**src/rctp_pkg.sv**
```systemverilog
package rctp_pkg;

    localparam int CHAN_W = 8;
    localparam int COEF_W = 16;
    localparam int SUM_W  = 25;
    localparam int PROD_W = 34;
    localparam int ADDR_W = 5;
    localparam int DATA_W = 32;
    localparam int NUM_CFG = 8;

    localparam logic [COEF_W-1:0] GAIN_ONE  = 16'h0100;
    localparam logic [COEF_W-1:0] BIAS_ZERO = 16'h0000;

    // 255 * 65280, smallest product that saturates a colour channel
    localparam logic signed [PROD_W-1:0] SAT_LIMIT = 34'sd16646400;

    localparam logic [CHAN_W-1:0] CHAN_MAX = 8'hff;

    typedef enum logic [2:0] {
        CFG_RED_GAIN   = 3'd0,
        CFG_GREEN_GAIN = 3'd1,
        CFG_BLUE_GAIN  = 3'd2,
        CFG_ALPHA_GAIN = 3'd3,
        CFG_RED_BIAS   = 3'd4,
        CFG_GREEN_BIAS = 3'd5,
        CFG_BLUE_BIAS  = 3'd6,
        CFG_ALPHA_BIAS = 3'd7
    } cfg_idx_t;

    typedef struct packed {
        logic s1;
        logic s2;
        logic s3;
        logic s4;
    } stage_en_t;

endpackage

```
**src/rctp_colour_lane.sv**
```systemverilog
module rctp_colour_lane
    import rctp_pkg::*;
(
    input  logic                     clk,
    input  stage_en_t                en,
    input  logic        [CHAN_W-1:0] chan,
    input  logic        [COEF_W-1:0] gain,
    input  logic        [COEF_W-1:0] bias,
    input  logic                     ident,
    input  logic        [CHAN_W-1:0] new_alpha,
    output logic        [CHAN_W-1:0] result
);

    logic signed [SUM_W-1:0]  prod;
    logic signed [SUM_W-1:0]  sum_next;
    logic signed [SUM_W-1:0]  s1_reg;
    logic signed [SUM_W-1:0]  s2_reg;
    logic signed [PROD_W-1:0] p3_next;
    logic signed [PROD_W-1:0] p3_reg;
    logic        [CHAN_W-1:0] raw1_reg;
    logic        [CHAN_W-1:0] raw2_reg;
    logic        [CHAN_W-1:0] raw3_reg;
    logic                     id1_reg;
    logic                     id2_reg;
    logic                     id3_reg;
    logic        [15:0]       quot_in;
    logic        [16:0]       quot_sum;
    logic        [CHAN_W-1:0] quot;
    logic        [CHAN_W-1:0] res_next;
    logic        [CHAN_W-1:0] res_reg;

    assign prod     = $signed({1'b0, chan}) * $signed(gain);
    assign sum_next = prod + $signed({bias[COEF_W-1], bias, 8'h00});
    assign p3_next  = s2_reg * $signed({1'b0, new_alpha});

    // floor(p / 65280) as floor((p >> 8) / 255)
    assign quot_in  = p3_reg[23:8];
    assign quot_sum = {1'b0, quot_in} + 17'd1 + {9'd0, quot_in[15:8]};
    assign quot     = quot_sum[15:8];

    always_comb
    begin
        if (id3_reg)
        begin
            res_next = raw3_reg;
        end
        else if (p3_reg[PROD_W-1])
        begin
            res_next = '0;
        end
        else if (p3_reg >= SAT_LIMIT)
        begin
            res_next = CHAN_MAX;
        end
        else
        begin
            res_next = quot;
        end
    end

    always_ff @(posedge clk)
    begin
        if (en.s1)
        begin
            s1_reg   <= sum_next;
            raw1_reg <= chan;
            id1_reg  <= ident;
        end
        if (en.s2)
        begin
            s2_reg   <= s1_reg;
            raw2_reg <= raw1_reg;
            id2_reg  <= id1_reg;
        end
        if (en.s3)
        begin
            p3_reg   <= p3_next;
            raw3_reg <= raw2_reg;
            id3_reg  <= id2_reg;
        end
        if (en.s4)
        begin
            res_reg  <= res_next;
        end
    end

    assign result = res_reg;

endmodule

```
**src/rgba_color_transform_premultiply_core.sv**
```systemverilog
// an accepted input beat passes through four registered stages, s1 to s4, to its output beat
// throughput: one pixel per clock; a stalled output holds the pipe and
// in_stall rises only when all four stages are full
// reset: asynchronous, clears all stage valid bits and returns the gain and
// bias registers to the identity transform
module rgba_color_transform_premultiply_core
    import rctp_pkg::*;
(
    input  logic              clk,
    input  logic              rst_n,
    input  logic              psel,
    input  logic              penable,
    input  logic              pwrite,
    input  logic [ADDR_W-1:0] paddr,
    input  logic [DATA_W-1:0] pwdata,
    output logic [DATA_W-1:0] prdata,
    output logic              pready,
    input  logic              in_valid,
    output logic              in_stall,
    input  logic [CHAN_W-1:0] red_in,
    input  logic [CHAN_W-1:0] green_in,
    input  logic [CHAN_W-1:0] blue_in,
    input  logic [CHAN_W-1:0] alpha_in,
    input  logic              frame_end_in,
    output logic              out_valid,
    input  logic              out_stall,
    output logic [CHAN_W-1:0] red_out,
    output logic [CHAN_W-1:0] green_out,
    output logic [CHAN_W-1:0] blue_out,
    output logic [CHAN_W-1:0] alpha_out,
    output logic              frame_end_out
);

    logic [COEF_W-1:0] cfg_reg [NUM_CFG];
    logic              cfg_wr;
    cfg_idx_t          cfg_idx;
    logic              ident;

    logic v1_reg, v2_reg, v3_reg, v4_reg;
    logic rdy1, rdy2, rdy3, rdy4;
    stage_en_t en;

    logic signed [SUM_W-1:0]  t_next;
    logic signed [SUM_W-1:0]  t1_reg;
    logic        [CHAN_W-1:0] na_next;
    logic        [CHAN_W-1:0] na2_reg;
    logic        [CHAN_W-1:0] na3_reg;
    logic        [CHAN_W-1:0] a1_reg, a2_reg, a3_reg, a4_reg;
    logic                     id1_reg, id2_reg, id3_reg, id4_reg;
    logic                     fe1_reg, fe2_reg, fe3_reg, fe4_reg;

    assign pready  = 1'b1;
    assign cfg_wr  = psel && penable && pwrite && pready;
    assign cfg_idx = cfg_idx_t'(paddr[ADDR_W-1:2]);

    always_ff @(posedge clk or negedge rst_n)
    begin
        if (!rst_n)
        begin
            cfg_reg[CFG_RED_GAIN]   <= GAIN_ONE;
            cfg_reg[CFG_GREEN_GAIN] <= GAIN_ONE;
            cfg_reg[CFG_BLUE_GAIN]  <= GAIN_ONE;
            cfg_reg[CFG_ALPHA_GAIN] <= GAIN_ONE;
            cfg_reg[CFG_RED_BIAS]   <= BIAS_ZERO;
            cfg_reg[CFG_GREEN_BIAS] <= BIAS_ZERO;
            cfg_reg[CFG_BLUE_BIAS]  <= BIAS_ZERO;
            cfg_reg[CFG_ALPHA_BIAS] <= BIAS_ZERO;
        end
        else if (cfg_wr)
        begin
            cfg_reg[cfg_idx] <= pwdata[COEF_W-1:0];
        end
    end

    always_comb
    begin
        prdata = '0;
        case (cfg_idx)
            CFG_RED_GAIN:   prdata[COEF_W-1:0] = cfg_reg[CFG_RED_GAIN];
            CFG_GREEN_GAIN: prdata[COEF_W-1:0] = cfg_reg[CFG_GREEN_GAIN];
            CFG_BLUE_GAIN:  prdata[COEF_W-1:0] = cfg_reg[CFG_BLUE_GAIN];
            CFG_ALPHA_GAIN: prdata[COEF_W-1:0] = cfg_reg[CFG_ALPHA_GAIN];
            CFG_RED_BIAS:   prdata[COEF_W-1:0] = cfg_reg[CFG_RED_BIAS];
            CFG_GREEN_BIAS: prdata[COEF_W-1:0] = cfg_reg[CFG_GREEN_BIAS];
            CFG_BLUE_BIAS:  prdata[COEF_W-1:0] = cfg_reg[CFG_BLUE_BIAS];
            CFG_ALPHA_BIAS: prdata[COEF_W-1:0] = cfg_reg[CFG_ALPHA_BIAS];
            default:        prdata = '0;
        endcase
    end

    assign ident = (cfg_reg[CFG_RED_GAIN]   == GAIN_ONE)  &&
                   (cfg_reg[CFG_GREEN_GAIN] == GAIN_ONE)  &&
                   (cfg_reg[CFG_BLUE_GAIN]  == GAIN_ONE)  &&
                   (cfg_reg[CFG_ALPHA_GAIN] == GAIN_ONE)  &&
                   (cfg_reg[CFG_RED_BIAS]   == BIAS_ZERO) &&
                   (cfg_reg[CFG_GREEN_BIAS] == BIAS_ZERO) &&
                   (cfg_reg[CFG_BLUE_BIAS]  == BIAS_ZERO) &&
                   (cfg_reg[CFG_ALPHA_BIAS] == BIAS_ZERO);

    // stage handshake
    assign rdy4 = !v4_reg || !out_stall;
    assign rdy3 = !v3_reg || rdy4;
    assign rdy2 = !v2_reg || rdy3;
    assign rdy1 = !v1_reg || rdy2;
    assign in_stall = !rdy1;

    assign en.s1 = rdy1;
    assign en.s2 = rdy2;
    assign en.s3 = rdy3;
    assign en.s4 = rdy4;

    always_ff @(posedge clk or negedge rst_n)
    begin
        if (!rst_n)
        begin
            v1_reg <= 1'b0;
            v2_reg <= 1'b0;
            v3_reg <= 1'b0;
            v4_reg <= 1'b0;
        end
        else
        begin
            if (rdy1)
            begin
                v1_reg <= in_valid;
            end
            if (rdy2)
            begin
                v2_reg <= v1_reg;
            end
            if (rdy3)
            begin
                v3_reg <= v2_reg;
            end
            if (rdy4)
            begin
                v4_reg <= v3_reg;
            end
        end
    end

    // alpha path
    assign t_next = $signed({1'b0, alpha_in}) * $signed(cfg_reg[CFG_ALPHA_GAIN])
                  + $signed({cfg_reg[CFG_ALPHA_BIAS][COEF_W-1],
                             cfg_reg[CFG_ALPHA_BIAS], 8'h00});

    always_comb
    begin
        if (t1_reg[SUM_W-1])
        begin
            na_next = '0;
        end
        else if (t1_reg[SUM_W-2:16] != '0)
        begin
            na_next = CHAN_MAX;
        end
        else
        begin
            na_next = t1_reg[15:8];
        end
    end

    always_ff @(posedge clk)
    begin
        if (rdy1)
        begin
            t1_reg  <= t_next;
            a1_reg  <= alpha_in;
            id1_reg <= ident;
            fe1_reg <= frame_end_in;
        end
        if (rdy2)
        begin
            na2_reg <= na_next;
            a2_reg  <= a1_reg;
            id2_reg <= id1_reg;
            fe2_reg <= fe1_reg;
        end
        if (rdy3)
        begin
            na3_reg <= na2_reg;
            a3_reg  <= a2_reg;
            id3_reg <= id2_reg;
            fe3_reg <= fe2_reg;
        end
        if (rdy4)
        begin
            a4_reg  <= id3_reg ? a3_reg : na3_reg;
            id4_reg <= id3_reg;
            fe4_reg <= fe3_reg;
        end
    end

    rctp_colour_lane u_red (
        .clk       (clk),
        .en        (en),
        .chan      (red_in),
        .gain      (cfg_reg[CFG_RED_GAIN]),
        .bias      (cfg_reg[CFG_RED_BIAS]),
        .ident     (ident),
        .new_alpha (na2_reg),
        .result    (red_out)
    );

    rctp_colour_lane u_green (
        .clk       (clk),
        .en        (en),
        .chan      (green_in),
        .gain      (cfg_reg[CFG_GREEN_GAIN]),
        .bias      (cfg_reg[CFG_GREEN_BIAS]),
        .ident     (ident),
        .new_alpha (na2_reg),
        .result    (green_out)
    );

    rctp_colour_lane u_blue (
        .clk       (clk),
        .en        (en),
        .chan      (blue_in),
        .gain      (cfg_reg[CFG_BLUE_GAIN]),
        .bias      (cfg_reg[CFG_BLUE_BIAS]),
        .ident     (ident),
        .new_alpha (na2_reg),
        .result    (blue_out)
    );

    assign out_valid     = v4_reg;
    assign alpha_out     = a4_reg;
    assign frame_end_out = fe4_reg;

`ifndef ASSERT_OFF
    // input side backs up only when every stage holds a beat
    a_stall_full: assert property (@(posedge clk) disable iff (!rst_n)
        in_stall |-> (v1_reg && v2_reg && v3_reg && v4_reg && out_stall))
        else $error("input stalled with a free stage");

    // zero transformed alpha premultiplies colour to zero
    a_zero_alpha: assert property (@(posedge clk) disable iff (!rst_n)
        (out_valid && !id4_reg && alpha_out == '0) |->
        (red_out == '0 && green_out == '0 && blue_out == '0))
        else $error("colour not zero under zero alpha");

    // an output beat held by stall keeps its alpha
    a_hold_alpha: assert property (@(posedge clk) disable iff (!rst_n)
        (out_valid && out_stall) |=> (out_valid && $stable(alpha_out) &&
        $stable(id4_reg)))
        else $error("held output beat changed");
`endif

endmodule
```
**config.mk**
```make
export PLATFORM = sky130hd
export DESIGN_NAME = rgba_color_transform_premultiply_core
export DESIGN_NICKNAME = d
export VERILOG_FILES = /design/src/rctp_pkg.sv /design/src/rctp_colour_lane.sv /design/src/rgba_color_transform_premultiply_core.sv
export SDC_FILE = /design/constraint.sdc
export NUM_CORES = 2
export LEC_CHECK = 0
export ABC_AREA = 1
export ABC_CLOCK_PERIOD_IN_PS = 12140
export BUFFER_PORTS_ARGS = -buffer_cell sky130_fd_sc_hd__buf_4
export CAP_MARGIN = 20
export CELL_PAD_IN_SITES_DETAIL_PLACEMENT = 0
export CELL_PAD_IN_SITES_GLOBAL_PLACEMENT = 2
export CORE_ASPECT_RATIO = 1.4
export CORE_MARGIN = 2
export CORE_UTILIZATION = 40
export CTS_CLUSTER_SIZE = 24
export DETAILED_ROUTE_END_ITERATION = 10
export PLACE_DENSITY_LB_ADDON = 0.1
export SYNTH_ARGS = -nofsm -noshare
export SYNTH_HDL_FRONTEND = slang
export SYNTH_HIERARCHICAL = 1
export SYNTH_SLANG_ARGS = --single-unit
export TNS_END_PERCENT = 100
```
**constraint.sdc**
```tcl
create_clock -name clk -period 12.14 [get_ports clk]
set_input_delay 1.214 -clock clk [delete_from_list [all_inputs] [get_ports clk]]
set_output_delay 1.214 -clock clk [all_outputs]
set_load 0.005 [all_outputs]
```
==> flow_summary.toml <==
[run_status]
status = "complete, no violations"

[sta]
tightest_slew_ps = 1000
finalHoldViolCount = 0
relSlewSlack_pct = 32.8
final-setup-viol-count = 0
fin_skew_ps = 59.4
fin_crit_ps = 5600
finalCritPeriodShare_pct = 46.1
setup_tns_ps = 0
fmax_mhz = 179
maxSlewViolCount = 0
rsz0062_at_grt = "false"

[grt]
grtUsageTotal_pct = 21.9
antenna_found_initial = 4
overflow = 0
grt_pass1_vias = 52200
grt_start_max_net_pins = 81
grt_first_pass_wirelength_um = 289000

[final_layout]
area_delta_synth_final_pct = 6.85
register_area_um2 = 15500
largest_reg_flops = 128
fill_cells = 16800
multi_input_area_um2 = 40300
drive_gt1_share_pct = 4.88
final_nets = 9518

[clocking]
clock_path_buffers = 3
clock_latency_ps = 720
ctsResizeCount = 0
numCtsBuffers = 61
cts_max_level = 2
path_clk_slew_ps = 60
cts.sinks = 537
cts_root_buf = "clkbuf_16"
cts_setup_buffers = 0
cts_tree = "yes"
ctsHoldBuffers = 0

[detailed_routing]
drc = 0
wl_um = 179000
viasPerCell = 4.73
drt_iter0_markers = 2469
vias = 48600
drt-pass1-iter-count = 7
antenna_left = 0
drt-wirelength-per-cell_um = 17.4

[yosys]
synth_cell_types = 57
syn_avg_cell_area_um2 = 8.07
syn-instance-count = 8183
synth_edf_count = 405
yosysTopAreaCell = "fa_1"
syn_area_um2 = 66000
ys_seq_area_share_pct = 23.4
ys_seq_elements = 537
async_reset_ff_share_pct = 24.6
ys_top_cells_by_area = "fa_1 28%, edfxtp_1 18%, inv_1 13%"
synth_warnings = 6
synth_top_area_share_pct = 28.5
synth_flop_cell = "edfxtp_1"

[floorplanning]
die_w_um = 347
die-height_um = 485
design.core.area_um2 = 164000
rows = 176
initial_core_util_pct = 40.2
die-area_um2 = 168000
ioPinCount = 145

[setup_path]
required_ps = 12560
cpPeakStageDelay_ps = 580
critPathMaxFanout = 17
crit_path_top_delay_cell = "fa_1"
path_cells = "buf_4 -> nand2_1 -> inv_1 -> fa_1 -> inv_1 -> fa_1 -> fa_1 -> inv_1 -> fa_1 -> inv_1 -> fa_1 -> inv_1 -> ha_1 -> nand2_1 -> nor3_1 -> nand4_1 -> nand4_1 -> nand2_1"
arrival_ps = 6020
crit_type = "input pin to flop"
cp_num_buf_inv = 6
critPathLaunchType = "input pin"
cp-end-kind = "flop"
critical-path-top-delay-family = "adder cells"

[placed_design]
dp_hpwl_um = 146000
gp_congestion = 0.867
port_buffers = 109

[job]
maxCapViolations = 0

[hold_path]
hp-class = "flop to flop"
[metrics by stage]
stage / instances / setup slack, ps / hold slack [ps] / instance area [um^2] / utilization [%]
floorplan: 8198 / 1740 / 400 / 66100 / -
global placement: 10100 / 5840 / 401 / 68400 / 41.7
detailed placement: 10100 / 5840 / 405 / 68400 / 41.7
CTS: 10300 / 6520 / 374 / 70400 / 42.9
global route: 10300 / 6120 / 386 / 70500 / 43.0
finish: 10300 / 6540 / 380 / 70500 / 43.0
[layout make-up]
class | instances | area share [%]
tap | 2136 | 3.79
clock inverter | 41 | 0.591
sequential | 537 | 21.9
inverter | 2370 | 12.6
timing repair buffer | 137 | 1.57
clock buffer | 74 | 2.30
antenna | 6 | 0.0213
multi-input combinational | 4963 | 57.2
[Yosys cell counts, types with 22 or more instances]
master,n
o21ai_0,180
dfrtp_1,128
a221oi_1,22
nor2_2,30
nor3_1,33
clkbuf_1,248
o22ai_1,25
o21ai_1,25
xor2_1,88
ha_1,432
nand4_1,68
xnor2_1,29
nor2_1,254
nand2_2,40
clkbuf_2,37
inv_1,2353
nand3_1,226
a21oi_1,189
edfxtp_1,405
buf_4,22
fa_1,939
nand2_1,2210
[metal layers]
layer	vias up	global-route usage, %	wire, um
met5	-	0	11
met2	779	38.8	89400
met1	23900	28.9	78800
li1	23700	-	-
met4	2	5.41	4420
met3	177	1.88	6320
[worst reg2reg max path: cells and delay by family (launching register included)]
family	cells	cell delay, ps
fa+ha+maj	5	2620
buf+inv	5	1310
simple gates	7	680
flops	1	340
compound gates	2	340
[cells in the final DEF (no fill, tap or decap), types with 128 or more instances in the layout]
cell type / netlist / routed
dfrtp_1: 128 / 128
inv_1: 2353 / 2350
edfxtp_1: 405 / 405
nor2_1: 254 / 254
buf_4: 22 / 132
nand2_1: 2210 / 2209
ha_1: 432 / 432
a21oi_1: 189 / 189
nand3_1: 226 / 226
fa_1: 939 / 939
o21ai_0: 180 / 180
[kinds of logic (layout without fill, tap and decap cells)]
group | Yosys count | after routing | synth area share, %
buffers and inverters | 2698 | 2622 | 15.6
other | 2 | 23 | 0.0114
AOI/OAI and AO/OA | 508 | 508 | 4.32
muxes | 8 | 8 | 0.136
DFF | 537 | 537 | 23.4
adders and majority gates | 1371 | 1371 | 36.7
xor gates and xnor gates | 117 | 117 | 1.55
and+or+nand+nor | 2942 | 2942 | 18.3
[worst paths after layout]
check,end,cells after the start,startpoint,slack (ps)
worst min-delay path,u_red/s2_reg[10],0,u_red/s1_reg[10],380
min in group asynchronous,cfg_reg[42],1,rst_n,580
worst min register to register,u_red/s2_reg[10],0,u_red/s1_reg[10],380
max in group asynchronous,cfg_reg[81],2,rst_n,10290
worst max-delay path,u_blue/s1_reg[23],18,blue_in[0],6540
worst max register to register,u_blue/p3_reg[31],19,na2_reg[0],6590
Power is not shown: default switching activity piles up to over one toggle a cycle in this logic, so the estimate is an artifact.
